## src/sv/sled_pkg.sv

```systemverilog
// ----------------------------------------------------------------------------
// sled_pkg
// Shared types, constants and helpers of the string literal escape decoder.
// ----------------------------------------------------------------------------
package sled_pkg;

  // width of the internal decoded byte counter
  localparam int LENGTH_BITS = 16;
  // width of the decoded_length result field
  localparam int LEN_OUT_W   = 16;
  // depth of the queue between front and back
  localparam int QDEPTH      = 4;
  localparam int QPTR_W      = $clog2(QDEPTH);
  localparam int QCNT_W      = $clog2(QDEPTH + 1);

  // character codes
  localparam logic [7:0] CH_DQUOTE = 8'h22;
  localparam logic [7:0] CH_SQUOTE = 8'h27;
  localparam logic [7:0] CH_BSLASH = 8'h5C;
  localparam logic [7:0] CH_ESC    = 8'd27;

  // scanner state, one-hot
  typedef enum logic [5:0] {
    M_OUT_UNKNOWN = 6'b000001,
    M_OUT_KNOWN   = 6'b000010,
    M_INSIDE      = 6'b000100,
    M_ESCAPE      = 6'b001000,
    M_HEX         = 6'b010000,
    M_OCTAL       = 6'b100000
  } mode_t;

  typedef logic [LENGTH_BITS-1:0] count_t;

  // one result transaction
  typedef struct packed {
    logic [7:0]           out_byte;
    logic                 byte_valid;
    logic                 final_result;
    logic [LEN_OUT_W-1:0] decoded_length;
  } result_t;

  // one queue entry: the results caused by one input byte
  typedef struct packed {
    logic    two;
    result_t r0;
    result_t r1;
  } entry_t;

  // queue status seen by both sides
  typedef struct packed {
    logic empty;
    logic full;
  } q_stat_t;

  // counter value as it shows in the length field, saturating
  function automatic logic [LEN_OUT_W-1:0] len_field(input count_t c);
    logic [31:0] w;
    w = 32'(c);
    return (w > 32'h0000_FFFF) ? 16'hFFFF : w[LEN_OUT_W-1:0];
  endfunction

  // saturating counter increment
  function automatic count_t sat_inc(input count_t c);
    return (c == '1) ? c : c + count_t'(1);
  endfunction

endpackage

```

## src/sv/sled_in_if.sv

```systemverilog
// ----------------------------------------------------------------------------
// sled_in_if
// Raw lexeme byte channel with valid/ready handshake.
// ----------------------------------------------------------------------------
interface sled_in_if;
  logic       valid;
  logic       ready;
  logic [7:0] in_byte;
  logic       end_of_text;

  modport source (output valid, output in_byte, output end_of_text, input ready);
  modport sink   (input valid, input in_byte, input end_of_text, output ready);
endinterface

```

## src/sv/sled_out_if.sv

```systemverilog
// ----------------------------------------------------------------------------
// sled_out_if
// Decoded result channel with valid/ready handshake.
// ----------------------------------------------------------------------------
interface sled_out_if;
  import sled_pkg::*;

  logic                 valid;
  logic                 ready;
  logic [7:0]           out_byte;
  logic                 byte_valid;
  logic                 final_result;
  logic [LEN_OUT_W-1:0] decoded_length;

  modport source (output valid, output out_byte, output byte_valid,
                  output final_result, output decoded_length, input ready);
  modport sink   (input valid, input out_byte, input byte_valid,
                  input final_result, input decoded_length, output ready);
endinterface

```

## src/sv/sled_front.sv

```systemverilog
// ----------------------------------------------------------------------------
// sled_front
// Accepts lexeme bytes, runs the quote/escape scanner and pushes the results
// of each byte as one queue entry.
// ----------------------------------------------------------------------------
module sled_front (
  input  logic              clk,
  input  logic              rst,
  sled_in_if.sink           lexeme,
  input  sled_pkg::q_stat_t q_stat,
  output logic              push,
  output sled_pkg::entry_t  push_entry
);
  import sled_pkg::*;

  mode_t      mode, mode_next;
  logic [7:0] quote_char, quote_char_next;
  logic       quote_known, quote_known_next;
  logic [7:0] escape_accum, escape_accum_next;
  logic [1:0] octal_count, octal_count_next;
  count_t     byte_count, byte_count_next;

  logic       accept;
  logic [7:0] b;
  logic       last;
  logic       ea, eb, do_inside;
  logic [7:0] ea_byte, eb_byte;
  logic [3:0] hex_val;
  count_t     c1, c2;
  result_t    res0, res1;

  // no transaction is taken while reset is held
  assign lexeme.ready = !q_stat.full && !rst;
  assign accept       = lexeme.valid && lexeme.ready;
  assign b            = lexeme.in_byte;
  assign last         = lexeme.end_of_text;
  assign hex_val      = (b inside {["0":"9"]}) ? b[3:0] : b[3:0] + 4'd9;

  // scanner next state and emitted bytes
  always_comb begin
    mode_next         = mode;
    quote_char_next   = quote_char;
    quote_known_next  = quote_known;
    escape_accum_next = escape_accum;
    octal_count_next  = octal_count;
    ea                = 1'b0;
    ea_byte           = 8'h00;
    eb                = 1'b0;
    eb_byte           = 8'h00;
    do_inside         = 1'b0;
    case (mode)
      M_OUT_KNOWN: begin
        if (b == quote_char) mode_next = M_INSIDE;
      end
      M_INSIDE: begin
        do_inside = 1'b1;
      end
      M_ESCAPE: begin
        mode_next = M_INSIDE;
        case (b)
          "n":     begin ea = 1'b1; ea_byte = 8'd10; end
          "t":     begin ea = 1'b1; ea_byte = 8'd9;  end
          "r":     begin ea = 1'b1; ea_byte = 8'd13; end
          "a":     begin ea = 1'b1; ea_byte = 8'd7;  end
          "b":     begin ea = 1'b1; ea_byte = 8'd8;  end
          "f":     begin ea = 1'b1; ea_byte = 8'd12; end
          "v":     begin ea = 1'b1; ea_byte = 8'd11; end
          "e":     begin ea = 1'b1; ea_byte = CH_ESC; end
          "x": begin
            escape_accum_next = 8'h00;
            mode_next         = M_HEX;
          end
          default: begin
            if (b inside {["0":"7"]}) begin
              escape_accum_next = {5'b00000, b[2:0]};
              octal_count_next  = 2'd1;
              mode_next         = M_OCTAL;
            end else begin
              ea      = 1'b1;
              ea_byte = b;
            end
          end
        endcase
      end
      M_HEX: begin
        if (b inside {["0":"9"], ["a":"f"], ["A":"F"]}) begin
          escape_accum_next = {escape_accum[3:0], hex_val};
        end else begin
          ea        = 1'b1;
          ea_byte   = escape_accum;
          mode_next = M_INSIDE;
          do_inside = 1'b1;
        end
      end
      M_OCTAL: begin
        if (b inside {["0":"7"]}) begin
          escape_accum_next = {escape_accum[4:0], b[2:0]};
          if (octal_count == 2'd2) begin
            // third digit closes the escape at once
            ea               = 1'b1;
            ea_byte          = escape_accum_next;
            octal_count_next = 2'd0;
            mode_next        = M_INSIDE;
          end else begin
            octal_count_next = octal_count + 2'd1;
          end
        end else begin
          ea               = 1'b1;
          ea_byte          = escape_accum;
          octal_count_next = 2'd0;
          mode_next        = M_INSIDE;
          do_inside        = 1'b1;
        end
      end
      default: begin
        mode_next = M_OUT_UNKNOWN;
        if (!quote_known && (b == CH_DQUOTE || b == CH_SQUOTE)) begin
          quote_char_next  = b;
          quote_known_next = 1'b1;
          mode_next        = M_INSIDE;
        end
      end
    endcase

    // ordinary byte inside quotes
    if (do_inside) begin
      if (b == quote_char) begin
        mode_next = M_OUT_KNOWN;
      end else if (b == CH_BSLASH) begin
        mode_next = M_ESCAPE;
      end else begin
        eb      = 1'b1;
        eb_byte = b;
      end
    end

    // pending numeric escape flushed at end of text
    if (last && (mode_next == M_HEX || mode_next == M_OCTAL)) begin
      ea      = 1'b1;
      ea_byte = escape_accum_next;
    end
  end

  // pack the results of this byte
  assign c1 = sat_inc(byte_count);
  assign c2 = sat_inc(c1);

  always_comb begin
    res0            = '0;
    res1            = '0;
    byte_count_next = byte_count;
    if (ea && eb) begin
      res0            = '{ea_byte, 1'b1, 1'b0, len_field(c1)};
      res1            = '{eb_byte, 1'b1, last, len_field(c2)};
      byte_count_next = c2;
    end else if (ea || eb) begin
      res0            = '{(ea ? ea_byte : eb_byte), 1'b1, last, len_field(c1)};
      byte_count_next = c1;
    end else begin
      // end-only marker
      res0 = '{8'h00, 1'b0, last, len_field(byte_count)};
    end
  end

  assign push       = accept && (ea || eb || last);
  assign push_entry = '{(ea && eb), res0, res1};

  // scanner registers
  always_ff @(posedge clk) begin
    if (rst || (accept && last)) begin
      mode         <= M_OUT_UNKNOWN;
      quote_char   <= CH_DQUOTE;
      quote_known  <= 1'b0;
      escape_accum <= 8'h00;
      octal_count  <= 2'd0;
      byte_count   <= '0;
    end else if (accept) begin
      mode         <= mode_next;
      quote_char   <= quote_char_next;
      quote_known  <= quote_known_next;
      escape_accum <= escape_accum_next;
      octal_count  <= octal_count_next;
      byte_count   <= byte_count_next;
    end
  end

  // end of text returns the scanner to its starting state
  a_end_clears: assert property (@(posedge clk) disable iff (rst)
    accept && last |=> mode == M_OUT_UNKNOWN && byte_count == '0)
    else $error("scanner not cleared after end of text");

  // octal digit count only runs inside an octal escape
  a_octal_count: assert property (@(posedge clk) disable iff (rst)
    octal_count != 2'd0 |-> mode == M_OCTAL)
    else $error("octal digit count outside octal escape");

endmodule

```

## src/sv/sled_queue.sv

```systemverilog
// ----------------------------------------------------------------------------
// sled_queue
// Short register queue of result entries between front and back.
// ----------------------------------------------------------------------------
module sled_queue (
  input  logic              clk,
  input  logic              rst,
  input  logic              push,
  input  sled_pkg::entry_t  push_entry,
  input  logic              pop,
  output sled_pkg::entry_t  head,
  output sled_pkg::q_stat_t q_stat
);
  import sled_pkg::*;

  entry_t            slots [QDEPTH];
  logic [QPTR_W-1:0] wr_ptr, rd_ptr;
  logic [QCNT_W-1:0] count;
  logic              do_push, do_pop;

  assign q_stat.empty = (count == '0);
  assign q_stat.full  = (count == QCNT_W'(QDEPTH));
  assign do_push      = push && !q_stat.full;
  assign do_pop       = pop && !q_stat.empty;
  assign head         = slots[rd_ptr];

  // entry storage
  always_ff @(posedge clk) begin
    if (do_push) slots[wr_ptr] <= push_entry;
  end

  // pointers and fill count
  always_ff @(posedge clk) begin
    if (rst) begin
      wr_ptr <= '0;
      rd_ptr <= '0;
      count  <= '0;
    end else begin
      if (do_push) begin
        wr_ptr <= (wr_ptr == QPTR_W'(QDEPTH - 1)) ? '0 : wr_ptr + QPTR_W'(1);
      end
      if (do_pop) begin
        rd_ptr <= (rd_ptr == QPTR_W'(QDEPTH - 1)) ? '0 : rd_ptr + QPTR_W'(1);
      end
      case ({do_push, do_pop})
        2'b10:   count <= count + QCNT_W'(1);
        2'b01:   count <= count - QCNT_W'(1);
        default: count <= count;
      endcase
    end
  end

  a_no_overflow: assert property (@(posedge clk) disable iff (rst)
    !(push && q_stat.full))
    else $error("push into full queue");

  a_count_range: assert property (@(posedge clk) disable iff (rst)
    count <= QCNT_W'(QDEPTH))
    else $error("queue count out of range");

endmodule

```

## src/sv/sled_back.sv

```systemverilog
// ----------------------------------------------------------------------------
// sled_back
// Drains queue entries to the output register, one result per cycle while ready.
// ----------------------------------------------------------------------------
module sled_back (
  input  logic              clk,
  input  logic              rst,
  input  sled_pkg::entry_t  head,
  input  sled_pkg::q_stat_t q_stat,
  output logic              pop,
  sled_out_if.source        decoded
);
  import sled_pkg::*;

  logic    sel;
  logic    load;
  logic    out_valid;
  result_t out_reg;
  result_t pick;

  assign load = (!out_valid || decoded.ready) && !q_stat.empty;
  assign pop  = load && (sel || !head.two);
  assign pick = sel ? head.r1 : head.r0;

  // output register and second-result select
  always_ff @(posedge clk) begin
    if (rst) begin
      out_valid <= 1'b0;
      sel       <= 1'b0;
    end else begin
      if (load) begin
        out_valid <= 1'b1;
        sel       <= !sel && head.two;
      end else if (decoded.ready) begin
        out_valid <= 1'b0;
      end
    end
  end

  always_ff @(posedge clk) begin
    if (load) out_reg <= pick;
  end

  assign decoded.valid          = out_valid;
  assign decoded.out_byte       = out_reg.out_byte;
  assign decoded.byte_valid     = out_reg.byte_valid;
  assign decoded.final_result   = out_reg.final_result;
  assign decoded.decoded_length = out_reg.decoded_length;

  // second result is only selected while its entry waits at the head
  a_sel_head: assert property (@(posedge clk) disable iff (rst)
    sel |-> !q_stat.empty && head.two)
    else $error("second result selected without a pair entry");

endmodule

```

## src/sv/string_literal_escape_decoder.sv

```systemverilog
// ----------------------------------------------------------------------------
// string_literal_escape_decoder
// Path: each accepted byte's results pass through the queue, then the output register.
// Throughput: one byte per cycle while the queue is not full; a byte with two
// results fills the output twice, absorbed by the 4-entry queue in between.
// Reset: synchronous rst clears scanner, queue and output valid flag; the first
// byte may be accepted in the cycle after reset is released.
// ----------------------------------------------------------------------------
module string_literal_escape_decoder (
  input  logic       clk,
  input  logic       rst,
  sled_in_if.sink    lexeme,
  sled_out_if.source decoded
);
  import sled_pkg::*;

  logic    push, pop;
  entry_t  push_entry, head;
  q_stat_t q_stat;

  // scanner
  sled_front u_front (
    .clk        (clk),
    .rst        (rst),
    .lexeme     (lexeme),
    .q_stat     (q_stat),
    .push       (push),
    .push_entry (push_entry)
  );

  // decoupling queue
  sled_queue u_queue (
    .clk        (clk),
    .rst        (rst),
    .push       (push),
    .push_entry (push_entry),
    .pop        (pop),
    .head       (head),
    .q_stat     (q_stat)
  );

  // output side
  sled_back u_back (
    .clk     (clk),
    .rst     (rst),
    .head    (head),
    .q_stat  (q_stat),
    .pop     (pop),
    .decoded (decoded)
  );

endmodule
```

## src/flat_wrapper.sv

```systemverilog
// flat-port wrapper written by rule: the top's interface ports become plain ports
module string_literal_escape_decoder_flat import sled_pkg::*;
  (clk, rst, lexeme_valid, lexeme_in_byte, lexeme_end_of_text, lexeme_ready, decoded_valid, decoded_out_byte, decoded_byte_valid, decoded_final_result, decoded_decoded_length, decoded_ready);
  sled_in_if lexeme_i ();
  sled_out_if decoded_i ();
  input  logic clk;
  input  logic rst;
  input wire logic [$bits(lexeme_i.valid)-1:0] lexeme_valid;
  input wire logic [$bits(lexeme_i.in_byte)-1:0] lexeme_in_byte;
  input wire logic [$bits(lexeme_i.end_of_text)-1:0] lexeme_end_of_text;
  output wire logic [$bits(lexeme_i.ready)-1:0] lexeme_ready;
  output wire logic [$bits(decoded_i.valid)-1:0] decoded_valid;
  output wire logic [$bits(decoded_i.out_byte)-1:0] decoded_out_byte;
  output wire logic [$bits(decoded_i.byte_valid)-1:0] decoded_byte_valid;
  output wire logic [$bits(decoded_i.final_result)-1:0] decoded_final_result;
  output wire logic [$bits(decoded_i.decoded_length)-1:0] decoded_decoded_length;
  input wire logic [$bits(decoded_i.ready)-1:0] decoded_ready;
  assign lexeme_i.valid = lexeme_valid;
  assign lexeme_i.in_byte = lexeme_in_byte;
  assign lexeme_i.end_of_text = lexeme_end_of_text;
  assign lexeme_ready = lexeme_i.ready;
  assign decoded_valid = decoded_i.valid;
  assign decoded_out_byte = decoded_i.out_byte;
  assign decoded_byte_valid = decoded_i.byte_valid;
  assign decoded_final_result = decoded_i.final_result;
  assign decoded_decoded_length = decoded_i.decoded_length;
  assign decoded_i.ready = decoded_ready;
  string_literal_escape_decoder u_core (.clk(clk), .rst(rst), .lexeme(lexeme_i), .decoded(decoded_i));
endmodule
```

## config.mk

```make
export PLATFORM = sky130hd
export DESIGN_NAME = string_literal_escape_decoder_flat
export DESIGN_NICKNAME = d
export VERILOG_FILES = /design/src/sv/sled_pkg.sv /design/src/sv/sled_in_if.sv /design/src/sv/sled_out_if.sv /design/src/sv/sled_front.sv /design/src/sv/sled_queue.sv /design/src/sv/sled_back.sv /design/src/sv/string_literal_escape_decoder.sv /design/src/flat_wrapper.sv
export SDC_FILE = /design/constraint.sdc
export NUM_CORES = 1
export LEC_CHECK = 0
export BUFFER_PORTS_ARGS = -buffer_cell sky130_fd_sc_hd__buf_4
export CORE_ASPECT_RATIO = 1.2
export CORE_MARGIN = 2
export CORE_UTILIZATION = 60
export CTS_BUF_LIST = sky130_fd_sc_hd__clkbuf_8
export DETAILED_ROUTE_END_ITERATION = 8
export PLACE_DENSITY = 0.78
export SYNTH_ARGS = -nofsm -noshare
export SYNTH_HDL_FRONTEND = slang
export SYNTH_SLANG_ARGS = --single-unit
```

## constraint.sdc

```tcl
create_clock -name clk -period 5.3 [get_ports clk]
set_input_delay 0 -clock clk [delete_from_list [all_inputs] [get_ports clk]]
set_output_delay 0 -clock clk [all_outputs]
set_load 0.01 [all_outputs]
```

==> results of run 1 <==
## placed cells by master, fill, tap and decap left out, types with 9 or more instances in the layout
cell type	count
edfxtp_1	234
nand2_1	138
nor2_1	62
a21oi_1	61
buf_4	53
mux4_2	52
dfxtp_1	50
clkbuf_8	48
inv_1	35
o21ai_0	35
nand3_1	24
and2_1	21
xnor2_1	20
xor2_1	18
nor3_1	17
mux2i_1	15
ha_1	12
and3_1	11
o211ai_1	11
a211oi_1	11
a222oi_1	9
dlygate4sd3_1	9
## layer usage
metal  GRT usage, %  vias up  part of all wire [%]  routed length [µm]
met5              0        -                     0                   0
met4           6.96        0                   1.6                 463
met3           4.86       41                   8.5                2470
met2           39.6      418                    47               13800
met1           35.7     4283                    42               12300
li1               -     4076                     -                   -
## cell families after synthesis
group | count (synthesis) | share of synthesized area, %
and+or+nand+nor | 349 | 13.2
DFF | 286 | 60.1
AOI/OAI and AO/OA | 199 | 9.93
buffers and inverters | 85 | 2.76
muxes | 72 | 10.3
xor gates and xnor gates | 38 | 2.48
adders and majority gates | 13 | 1.27
## power groups by stage
stage / combinational (W) / clock (W) / sequential, W
floorplan: 0.000673 / 0 / 0.00280
global placement: 0.00104 / 0 / 0.00279
finish: 0.00105 / 0.00178 / 0.00274
global route: 0.00115 / 0.00190 / 0.00277
CTS: 0.00107 / 0.00181 / 0.00275
detailed placement: 0.00106 / 0 / 0.00279
## per-stage QoR
stage          util, %  total power, W  area, µm²  hold WS (ns)  setup slack (ns)
6_report          67.9         0.00558      14800        0.0226             0.814
5_1_grt           67.9         0.00581      14800        0.0377             0.445
4_1_cts           67.9         0.00563      14800        0.0169             0.888
3_5_place_dp      63.5         0.00386      13900         0.281             0.901
3_3_place_gp      63.5         0.00383      13900         0.277              1.08
2_1_floorplan        -         0.00347      13400        0.0560              1.56
## registers in the layout (all words and copies together), names as in the netlist, named ones only
signal	cells
u_core.u_back.decoded.byte_valid	1
u_core.u_back.decoded.decoded_length	16
u_core.u_back.decoded.final_result	1
u_core.u_back.decoded.out_byte	8
u_core.u_back.decoded.valid	1
u_core.u_back.sel	1
u_core.u_front.byte_count	16
u_core.u_front.escape_accum	8
u_core.u_front.mode	6
u_core.u_front.octal_count	2
u_core.u_front.quote_char	8
u_core.u_front.quote_known	1
u_core.u_queue.count	3
u_core.u_queue.rd_ptr	2
u_core.u_queue.slots	208
u_core.u_queue.wr_ptr	2
## tightest hold or removal path, delay by kind of cell
family,cells,cell delay [ns]
AOI/OAI and AO/OA,1,0.07
and+or+nand+nor,2,0.25
buffers and inverters,1,0.19
## worst max path at each step
stage | from | endpoint | slack [ns]
after floorplan | lexeme_in_byte[0] | u_core.u_queue.slots[0][0] | 1.56
after global placement | u_core.u_front.byte_count[0] | u_core.u_queue.slots[0][11] | 1.08
after detailed placement | u_core.u_front.byte_count[0] | u_core.u_queue.slots[0][11] | 0.90
after CTS | u_core.u_front.byte_count[0] | u_core.u_queue.slots[3][11] | 0.89
after global routing | u_core.u_front.byte_count[0] | u_core.u_queue.slots[3][11] | 0.45
final | u_core.u_front.byte_count[0] | u_core.u_queue.slots[3][11] | 0.81
## area by class of cell
cell class	instances	area [µm²]	area share, %
Sequential cell	286	8070	54.4
Multi-Input combinational cell	671	5000	33.7
Clock buffer	48	661	4.45
Timing Repair Buffer	62	488	3.29
Tap cell	274	343	2.31
Clock inverter	34	203	1.37
Inverter	19	71.3	0.481
## what timing repair did
action,CTS,global route
endpoints found under the hold margin,42,0
hold buffers,9,0
buffers inserted,0,0
==> impl_results.md, run 1 <==
- Status: finished, final reports clean
- Synth cell types: 86
- Via count: 8818
- Die height: 168 µm
- Clock root cell: clkbuf_8
- CP delay by family, top: simple AND/OR/NAND/NOR gates
- Synth top cells by count: 234 x edfxtp_1, 138 x nand2_1, 62 x nor2_1, 61 x a21oi_1
- Fin crit period: 4.49 ns
- GRT Total Usage: 24.9%
- Largest net degree at the start of global routing: 53
- Critical path's largest stage delay: approximately 0.8 ns
- I/O pin total: 41
- Max Cap Viol: 0
- Peak VDD IR: ~210 µV
- # port buffers: 40
- Syn_nets: ~1100
- Worst path cell trace: ha_1 -> and3_1 -> nand3_2 -> or2_1 -> xor2_1 -> ha_1 -> nand2_1 -> a21oi_1 -> or4b_1 -> nor2_2 -> nor3_1 -> a211oi_1
- Internal power: 0.00407 W
- Post-route DRC: 0
- Synth async-reset ratio: 0%
- Clock Tree Buf Depth: 3
- Area Overhead vs Synth: 10.5%
- WL/cell: 20.8 µm
- Clk sink count: around 290
- Post-route clock period utilization: 84.6%
- Critical path class: reg2reg
- WP data required: 5.61 ns
- Comb pwr share: between 10% and 20%
- Clk pin slew, worst setup/hold paths: 0.06 ns
- FP Rows: 59
- Post-Layout Cell Count: ~1400
- CTS buffer count: 44
- Max Slew Vio Count: 0
- Hold Vio Cnt, Final: 0
- Area contributors post-synth: edfxtp_1 52%, mux4_2 8.7%, dfxtp_1 7.8%
- Clk_skew: 0.0303 ns
- Min-Delay Startpoint: lexeme_in_byte[3]
- Crit path capture type: flip-flop
- Reg2reg end: u_core.u_queue.slots[3][11]
- Number of synthesized flops with an enable pin: 234
- CP most frequent cell: ha_1
- Yosys top cell area share: 52.3%
- Post-synthesis sequential area ratio: 60.1%
- First-pass GRT wire length: roughly 46000 µm
- Sequential power share: 49.2%
- Total of cells resized after clock tree synthesis: 0
- Switching Fraction: 27.0%
- Chip Width: ~140 µm
- Max stage delay cell, worst path: or4b_1
- Initial core utilization: about three fifths
- Top cell type by total area after synthesis: edfxtp_1
- Worst path bufs/invs: 0
- P_sw: 0.00150 W
- Drt pass-1 iters: 6
- Number of fill cells: 1504
- Hold path cells: 4
- Setup TNS: 0 ns
- Final setup viols: 0
- Routed Antenna Nets: 0
- Syn avg cell area: 12.9 µm²
- Vias in the first global route: 8669
- Synth Cell Area: ~13000 µm²
- LEAKAGE: 5.11 nW
- Detail Placement HPWL: 18200 µm
- RSZ-0062 raised after global routing: false
- Min-delay worst type: in2reg
- N_diodes: 0
- Crit-path max FO: 16
- Worst setup SP type: flip-flop
- Initial antenna violation count: 0
- Hold Path End: u_core.u_front.mode[5]
- Relative slew slack: 41.6%
- Share of cells above drive strength 1: 17.4%
- CTS tree: yes
- Drt total wl: 29000 µm
- Levels on crit path: 12
- Die Area: 23600 µm²
- Worst R2R Start: u_core.u_front.byte_count[0]
- Slew @ Worst Pin: 0.876 ns
- Clk_lat worst skew: 0.57 ns
- CTS H-Tree Depth: 2
- R2R depth: 12
- Synth Instances: about 1000
- Mean number of vias per cell: 6.33
- R2r setup slk: 0.81 ns
- Synthesized flop and latch total: 286
- Synth Warn #: 0
- Inst Count DP: ~1300
- Routability cong.: around 1
- Fmax achieved: 223 MHz
- Arr. time, crit path: 4.79 ns
- CORE AREA: 21900 µm²
- Initial DRC count: 1017
- GRT Residual Overflow: 0
- Clock power share: 31.9%
- Pwr/cell area: around 380 nW/µm²
- Count leader, synth: edfxtp_1
- Nets: 1110
- Top_reg_cell synth: edfxtp_1
Note: power is estimated with default switching activity, not from simulation.
==> run 2, diff against run 1 <==
==> constraint.sdc (replaced) <==
create_clock -name clk -period 4.3 [get_ports clk]
set_input_delay 0 -clock clk [delete_from_list [all_inputs] [get_ports clk]]
set_output_delay 0 -clock clk [all_outputs]
set_load 0.01 [all_outputs]
==> impl_results.md, run 2 (same netlist as run 1, synthesis figures left out) <==
- Nets: 1128 (+1.6%)
- Die height: 168 µm (unchanged)
- Post-route DRC: 0 (unchanged)
- Clk_skew: 0.0181 ns (-0.0123 ns)
- FP Rows: 59 (unchanged)
- Largest net degree at the start of global routing: 53 (unchanged)
- Pwr/cell area: 457 nW/µm² (+22%)
- R2r setup slk: 0.50 ns (-0.31 ns)
- Hold slack: 0.0526 ns (+0.0299 ns)
- Clk sink count: 286 (unchanged)
- FF/Latch Area: 8070 µm² (unchanged)
- Area Overhead vs Synth: 11.6%
- GRT Total Usage: 25.3% (+0.44 points)
- Clk_lat worst skew: 0.55 ns (-0.02 ns)
- End of the critical path: u_core.u_queue.count[2]
- Initial core utilization: 61.4% (unchanged)
- Inst Count DP: 1321 (+1.4%)
- Peak VDD IR: 387 µV (+81%)
- Drt pass-1 iters: 7 (+1)
- Clock root cell: clkbuf_8
- Relative slew slack: 17.9% (-24 points)
- Max Cap Viol: 0 (unchanged)
- Max reg flops: 208 (unchanged)
- WP data required: 4.78 ns (-0.83 ns)
- Max Slew Vio Count: 0 (unchanged)
- Setup TNS: 0 ns (unchanged)
- Routed Antenna Nets: 0 (unchanged)
- Vias in the first global route: 8644 (-0.29%)
- Commonest non-fill, non-tap cell in the layout: edfxtp_1
- Via count: 8834 (+0.18%)
- Slew @ Worst Pin: 1.23 ns (+0.356 ns)
- Detail Placement HPWL: 19000 µm (+4.1%)
- Crit path capture type: flip-flop
- # port buffers: 40 (unchanged)
- R2R depth: 13 (+1)
- Initial DRC count: 1078 (+6.0%)
- Biggest register: u_core.u_queue.slots
- Drt total wl: 29500 µm (+1.5%)
- Post-Layout Cell Count: 1408 (+1.0%)
- Arr. time, crit path: 4.30 ns (-0.49 ns)
- Fmax achieved: 261 MHz
- LEAKAGE: 5.18 nW (+1.4%)
- Final setup viols: 0 (unchanged)
- Area of the multi-input gates: 5000 µm² (about the same)
- Crit-path max FO: 9 (-7)
- Worst setup SP type: primary input
- Routability cong.: 0.938 (-3.7%)
- Mean number of vias per cell: 6.27 (-0.81%)
- Critical path class: in2reg
- Chip Width: 141 µm (unchanged)
- Final Total Pwr: 0.00685 W (+23%)
- Fin crit period: roughly 3.8 ns
- CORE AREA: 21900 µm² (unchanged)
- Clock Tree Buf Depth: 3 (unchanged)
- Initial antenna violation count: 0 (unchanged)
- Post-route clock period utilization: around nine tenths
- Hold path cells: 2 (-2)
- N_diodes: 0 (unchanged)
- Share of cells above drive strength 1: 19.1% (+1.7 points)
- WL/cell: 20.9 µm (+0.47%)
- RSZ-0062 raised after global routing: false
- GRT Residual Overflow: 0 (unchanged)
- First-pass GRT wire length: 46900 µm (+1.7%)
- # Post-CTS Setup Buffers: 0 (unchanged)
- Commonest cells after routing, fill and taps aside: 234 x edfxtp_1, 138 x nand2_1, 71 x buf_4
- Die Area: 23600 µm² (unchanged)
- Worst R2R Start: u_core.u_front.byte_count[0]
- CTS tree: yes
- I/O pin total: 41 (unchanged)
- Crit path from: lexeme_in_byte[0]
- Number of fill cells: 1492 (-0.80%)
- Clk pin slew, worst setup/hold paths: 0.06 ns (about the same)
- Hold Vio Cnt, Final: 0 (unchanged)
- Reg2reg end: u_core.u_queue.slots[0][7]
- Status: finished, final reports clean
- CTS H-Tree Depth: 2 (unchanged)
- CTS buffer count: 42 (-4.5%)
- Min-delay worst type: in2reg
[run 2: stage by stage]
stage          util [%]  setup slack, ns  area (µm²)
4_1_cts            68.5            0.308       15000
2_1_floorplan         -            0.562       13400
5_1_grt            68.6            0.165       15000
6_report           68.6            0.475       15000
3_3_place_gp       64.1            0.487       14000
3_5_place_dp       64.1            0.369       14000
[run 2: critical path, stage by stage]
cell	delay, ns
dlygate4sd3_1	0.53
buf_4	0.16
inv_1	0.10
ha_1	0.28
nor3b_1	0.16
or4_1	0.42
o21ai_1	0.39
o21ai_0	0.32
a211oi_2	0.31
inv_2	0.06
o21a_1	0.22
inv_1	0.12
ha_1	0.20
inv_1	0.06
fa_1	0.37
xor2_1	0.15
or3_1	0.30
a21oi_1	0.13
[run 2: final cells by class]
cell class              count  area share [%]
flip-flops and latches    286            53.9
repair buffers             82            4.29
multi-input cells         671            33.4
clock buffers              45            4.13
well taps                 274            2.29
inverters                  19           0.476
clock inverters            31            1.54
[run 2: how the worst min path moves through the flow]
stage	start	endpoint	slack (ns)
CTS	lexeme_in_byte[4]	u_core.u_queue.slots[1][22]	0.03
floorplan	rst	lexeme_ready	0.06
detailed placement	rst	u_core.u_back.decoded.valid	0.29
global placement	rst	u_core.u_queue.wr_ptr[1]	0.28
finish	lexeme_in_byte[4]	u_core.u_queue.slots[1][22]	0.05
global route	lexeme_in_byte[4]	u_core.u_queue.slots[1][22]	0.04
[run 2: power breakdown]
| part | switching [W] | internal (W) | total, W |
|---|---|---|---|
| combinational | 0.000735 | 0.000606 | 0.00134 |
| sequential | 0.0000793 | 0.00326 | 0.00334 |
| clock | 0.00101 | 0.00116 | 0.00217 |
[run 2: metal layers]
| metal | GRT usage [%] | wire length (µm) | part of all wire, % | up-vias |
|---|---|---|---|---|
| li1 | - | - | - | 4115 |
| met1 | 37.0 | 12800 | 43 | 4262 |
| met2 | 39.6 | 13800 | 47 | 402 |
| met3 | 4.27 | 2260 | 7.7 | 55 |
| met4 | 8.00 | 633 | 2.1 | 0 |
| met5 | 0 | 0 | 0 | - |
[run 2: what timing repair did]
action / CTS / global route
resized for setup: 0 / 2
hold buffers: 11 / 0
endpoints found under the hold margin: 40 / 0
setup endpoints to repair: 0 / 8
==> run 3, diff against run 2 <==
--- a/config.mk
+++ b/config.mk
@@ -8,10 +8,10 @@
 export BUFFER_PORTS_ARGS = -buffer_cell sky130_fd_sc_hd__buf_4
 export CORE_ASPECT_RATIO = 1.2
 export CORE_MARGIN = 2
-export CORE_UTILIZATION = 60
+export CORE_UTILIZATION = 58
 export CTS_BUF_LIST = sky130_fd_sc_hd__clkbuf_8
 export DETAILED_ROUTE_END_ITERATION = 8
-export PLACE_DENSITY = 0.78
+export PLACE_DENSITY = 0.79
 export SYNTH_ARGS = -nofsm -noshare
 export SYNTH_HDL_FRONTEND = slang
 export SYNTH_SLANG_ARGS = --single-unit
==> constraint.sdc (replaced) <==
create_clock -name clk -period 3.1 [get_ports clk]
set_input_delay 0 -clock clk [delete_from_list [all_inputs] [get_ports clk]]
set_output_delay 0 -clock clk [all_outputs]
set_load 0.01 [all_outputs]
==> impl_results.md, run 3 (same netlist as run 1, synthesis figures left out) <==
- Worst path bufs/invs: 1 (-5)
- Fin crit period: 3.03 ns
- Max reg flops: 208 (unchanged)
- Switching Fraction: 27.9% (+1.2 points)
- GRT Total Usage: 26.4% (+1.1 points)
- Routability cong.: 0.967 (+3.1%)
- Nets: 1214 (+7.6%)
- Area Overhead vs Synth: 19.2%
- Worst R2R Start: u_core.u_front.byte_count[1]
- Post-route clock period utilization: roughly 98%
- Peak VDD IR: 351 µV (-9.1%)
- Initial antenna violation count: 0 (unchanged)
- CORE AREA: 23000 µm² (+5.1%)
- Internal power: 0.00688 W (+37%)
- GRT Residual Overflow: 0 (unchanged)
- N_diodes: 0 (unchanged)
- Commonest cells after routing, fill and taps aside: 234 x edfxtp_1, 147 x buf_4, 136 x nand2_1
- Clk sink count: 286 (unchanged)
- Post-route DRC: 0 (unchanged)
- Mean number of vias per cell: 6.16 (-1.8%)
- Fmax achieved: 330 MHz
- Vias in the first global route: 9303 (+7.6%)
- Drt total wl: 32000 µm (+8.6%)
- LEAKAGE: 5.63 nW (+8.7%)
- WL/cell: 20.8 µm (-0.46%)
- # port buffers: 40 (unchanged)
- Min-Delay Startpoint: lexeme_in_byte[0]
- Sequential power share: 48.4% (-0.3 points)
- Pwr/cell area: 596 nW/µm² (+30%)
- Comb pwr share: 21.0% (+1.4 points)
- Number of fill cells: 1588 (+6.4%)
- Clk pin slew, worst setup/hold paths: 0.06 ns (about the same)
- Commonest non-fill, non-tap cell in the layout: edfxtp_1
- Crit-path max FO: 5 (-4)
- Chip Width: 143 µm (+1.7%)
- Detail Placement HPWL: 21000 µm (+11%)
- Initial DRC count: 791 (-27%)
- FP Rows: 61 (+3.4%)
- Critical path class: reg2reg
- Fin util: 69.7% (+1.1 points)
- Worst path cell trace: ha_4 -> and3_4 -> nand3_4 -> or2_4 -> mux2_4 -> ha_4 -> nand2_2 -> a21oi_2 -> or4b_4 -> buf_4 -> o21ai_2 -> a221oi_2 -> o31a_1
- Fin worst setup slack: 0.0728 ns (-0.403 ns)
- Die Area: 24400 µm² (+3.4%)
- Clk_lat worst skew: 0.57 ns (+0.02 ns)
- CP delay by family, top: simple AND/OR/NAND/NOR gates
- Final setup viols: 0 (unchanged)
- Share of cells above drive strength 1: 28.8% (+9.7 points)
- Via count: 9462 (+7.1%)
- Crit path from: u_core.u_front.byte_count[1]
- Critical path's largest stage delay: 0.53 ns (about the same)
- Max stage delay cell, worst path: or4b_4
- WP data required: 3.54 ns (-1.24 ns)
- Worst setup SP type: flip-flop
- I/O pin total: 41 (unchanged)
- Max Cap Viol: 0 (unchanged)
- Clock Tree Buf Depth: 3 (unchanged)
- Status: finished, final reports clean
- Hold Vio Cnt, Final: 0 (unchanged)
- Cell Area, Placed: 14900 µm² (+6.4%)
- Initial core utilization: 58.4% (-3.0 points)
- Arr. time, crit path: 3.47 ns (-0.83 ns)
- Slew @ Worst Pin: 1.02 ns (-0.209 ns)
- Drt pass-1 iters: 5 (-2)
- Largest net degree at the start of global routing: 53 (unchanged)
- P_sw: 0.00266 W (+46%)
- CTS buffer count: 43 (+2.4%)
- Clk_skew: 0.0173 ns (-0.000745 ns)
- Routed Antenna Nets: 0 (unchanged)
- Min-delay worst type: in2reg
- Crit path capture type: flip-flop
- Clock power share: 30.6% (-1.1 points)
- Clock root cell: clkbuf_8
- Biggest register: u_core.u_queue.slots
- First-pass GRT wire length: 49800 µm (+6.2%)
- CTS H-Tree Depth: 2 (unchanged)
- CTS tree: yes
- Pre-CTS setup slack: -0.0436 ns (-0.413 ns)
- Max Slew Vio Count: 0 (unchanged)
- Die height: 171 µm (+1.7%)
- Relative slew slack: 31.8% (+14 points)
- CP most frequent cell: ha_4
- Final instance area: 16000 µm² (+6.9%)
## run 3: changes by cell type in the layout (fill, tap and decap cells not counted), moves of 4 or more
cell / before / now
buf_12: 0 / 7
buf_4: 71 / 147
dfxtp_1: 50 / 46
ha_1: 12 / 7
ha_4: 0 / 5
inv_1: 27 / 23
o21ai_1: 6 / 2
o21ai_2: 1 / 5
## run 3: layout make-up
type / instances / area (µm²) / share of cell area, %
Sequential cell: 286 / 8080 / 50.5
Multi-Input combinational cell: 671 / 5260 / 32.9
Timing Repair Buffer: 167 / 1380 / 8.62
Clock buffer: 48 / 661 / 4.13
Tap cell: 315 / 394 / 2.46
Clock inverter: 30 / 158 / 0.985
Inverter: 19 / 76.3 / 0.477
## run 3: worst min-delay path: stages
cell and delay, ns:
dlymetal6s4s_1 0.18, buf_6 0.13, inv_4 0.05, nor2_1 0.10, a21oi_1 0.05, nor2_1 0.08
## run 3: final timing paths
check	endpoint	slack [ns]	cells after the start
worst max-delay path	u_core.u_front.byte_count[5]	0.07	13
worst min-delay path	u_core.u_front.quote_char[0]	0.05	6
worst max register to register	u_core.u_front.byte_count[5]	0.07	13
worst min register to register	u_core.u_front.quote_known	0.46	2
## run 3: power groups by stage
stage / combinational (W) / sequential (W) / clock, W
final: 0.00200 / 0.00462 / 0.00292
after global routing: 0.00219 / 0.00465 / 0.00313
after CTS: 0.00201 / 0.00462 / 0.00298
after detailed placement: 0.00200 / 0.00470 / 0
after global placement: 0.00195 / 0.00468 / 0
after floorplan: 0.00117 / 0.00478 / 0
## run 3: per-layer routing
metal	track usage, %	routed length (µm)	up-vias
li1	-	-	4291
met4	9.26	878	0
met1	36.6	13400	4685
met2	43.4	15500	415
met5	0	0	-
met3	3.67	2290	71
## run 3: what timing repair did
| item | 4_1_cts | 5_1_grt |
|---|---|---|
| buffers inserted | 0 | 7 |
| pin swaps | 0 | 9 |
| hold endpoints to repair | 49 | 1 |
| hold buffers | 11 | 1 |
| endpoints found under the setup margin | 13 | 69 |
| resized for setup | 2 | 33 |
## run 3: metrics by stage
step	total power [W]	instances	setup TNS (ns)	hold slack [ns]
floorplan	0.00595	1042	-2.70	0.0560
global placement	0.00663	1440	0	0.283
CTS	0.00962	1529	0	0.120
detailed placement	0.00670	1440	-0.228	0.283
global route	0.00998	1536	-0.0270	0.0826
finish	0.00954	1536	0	0.0535
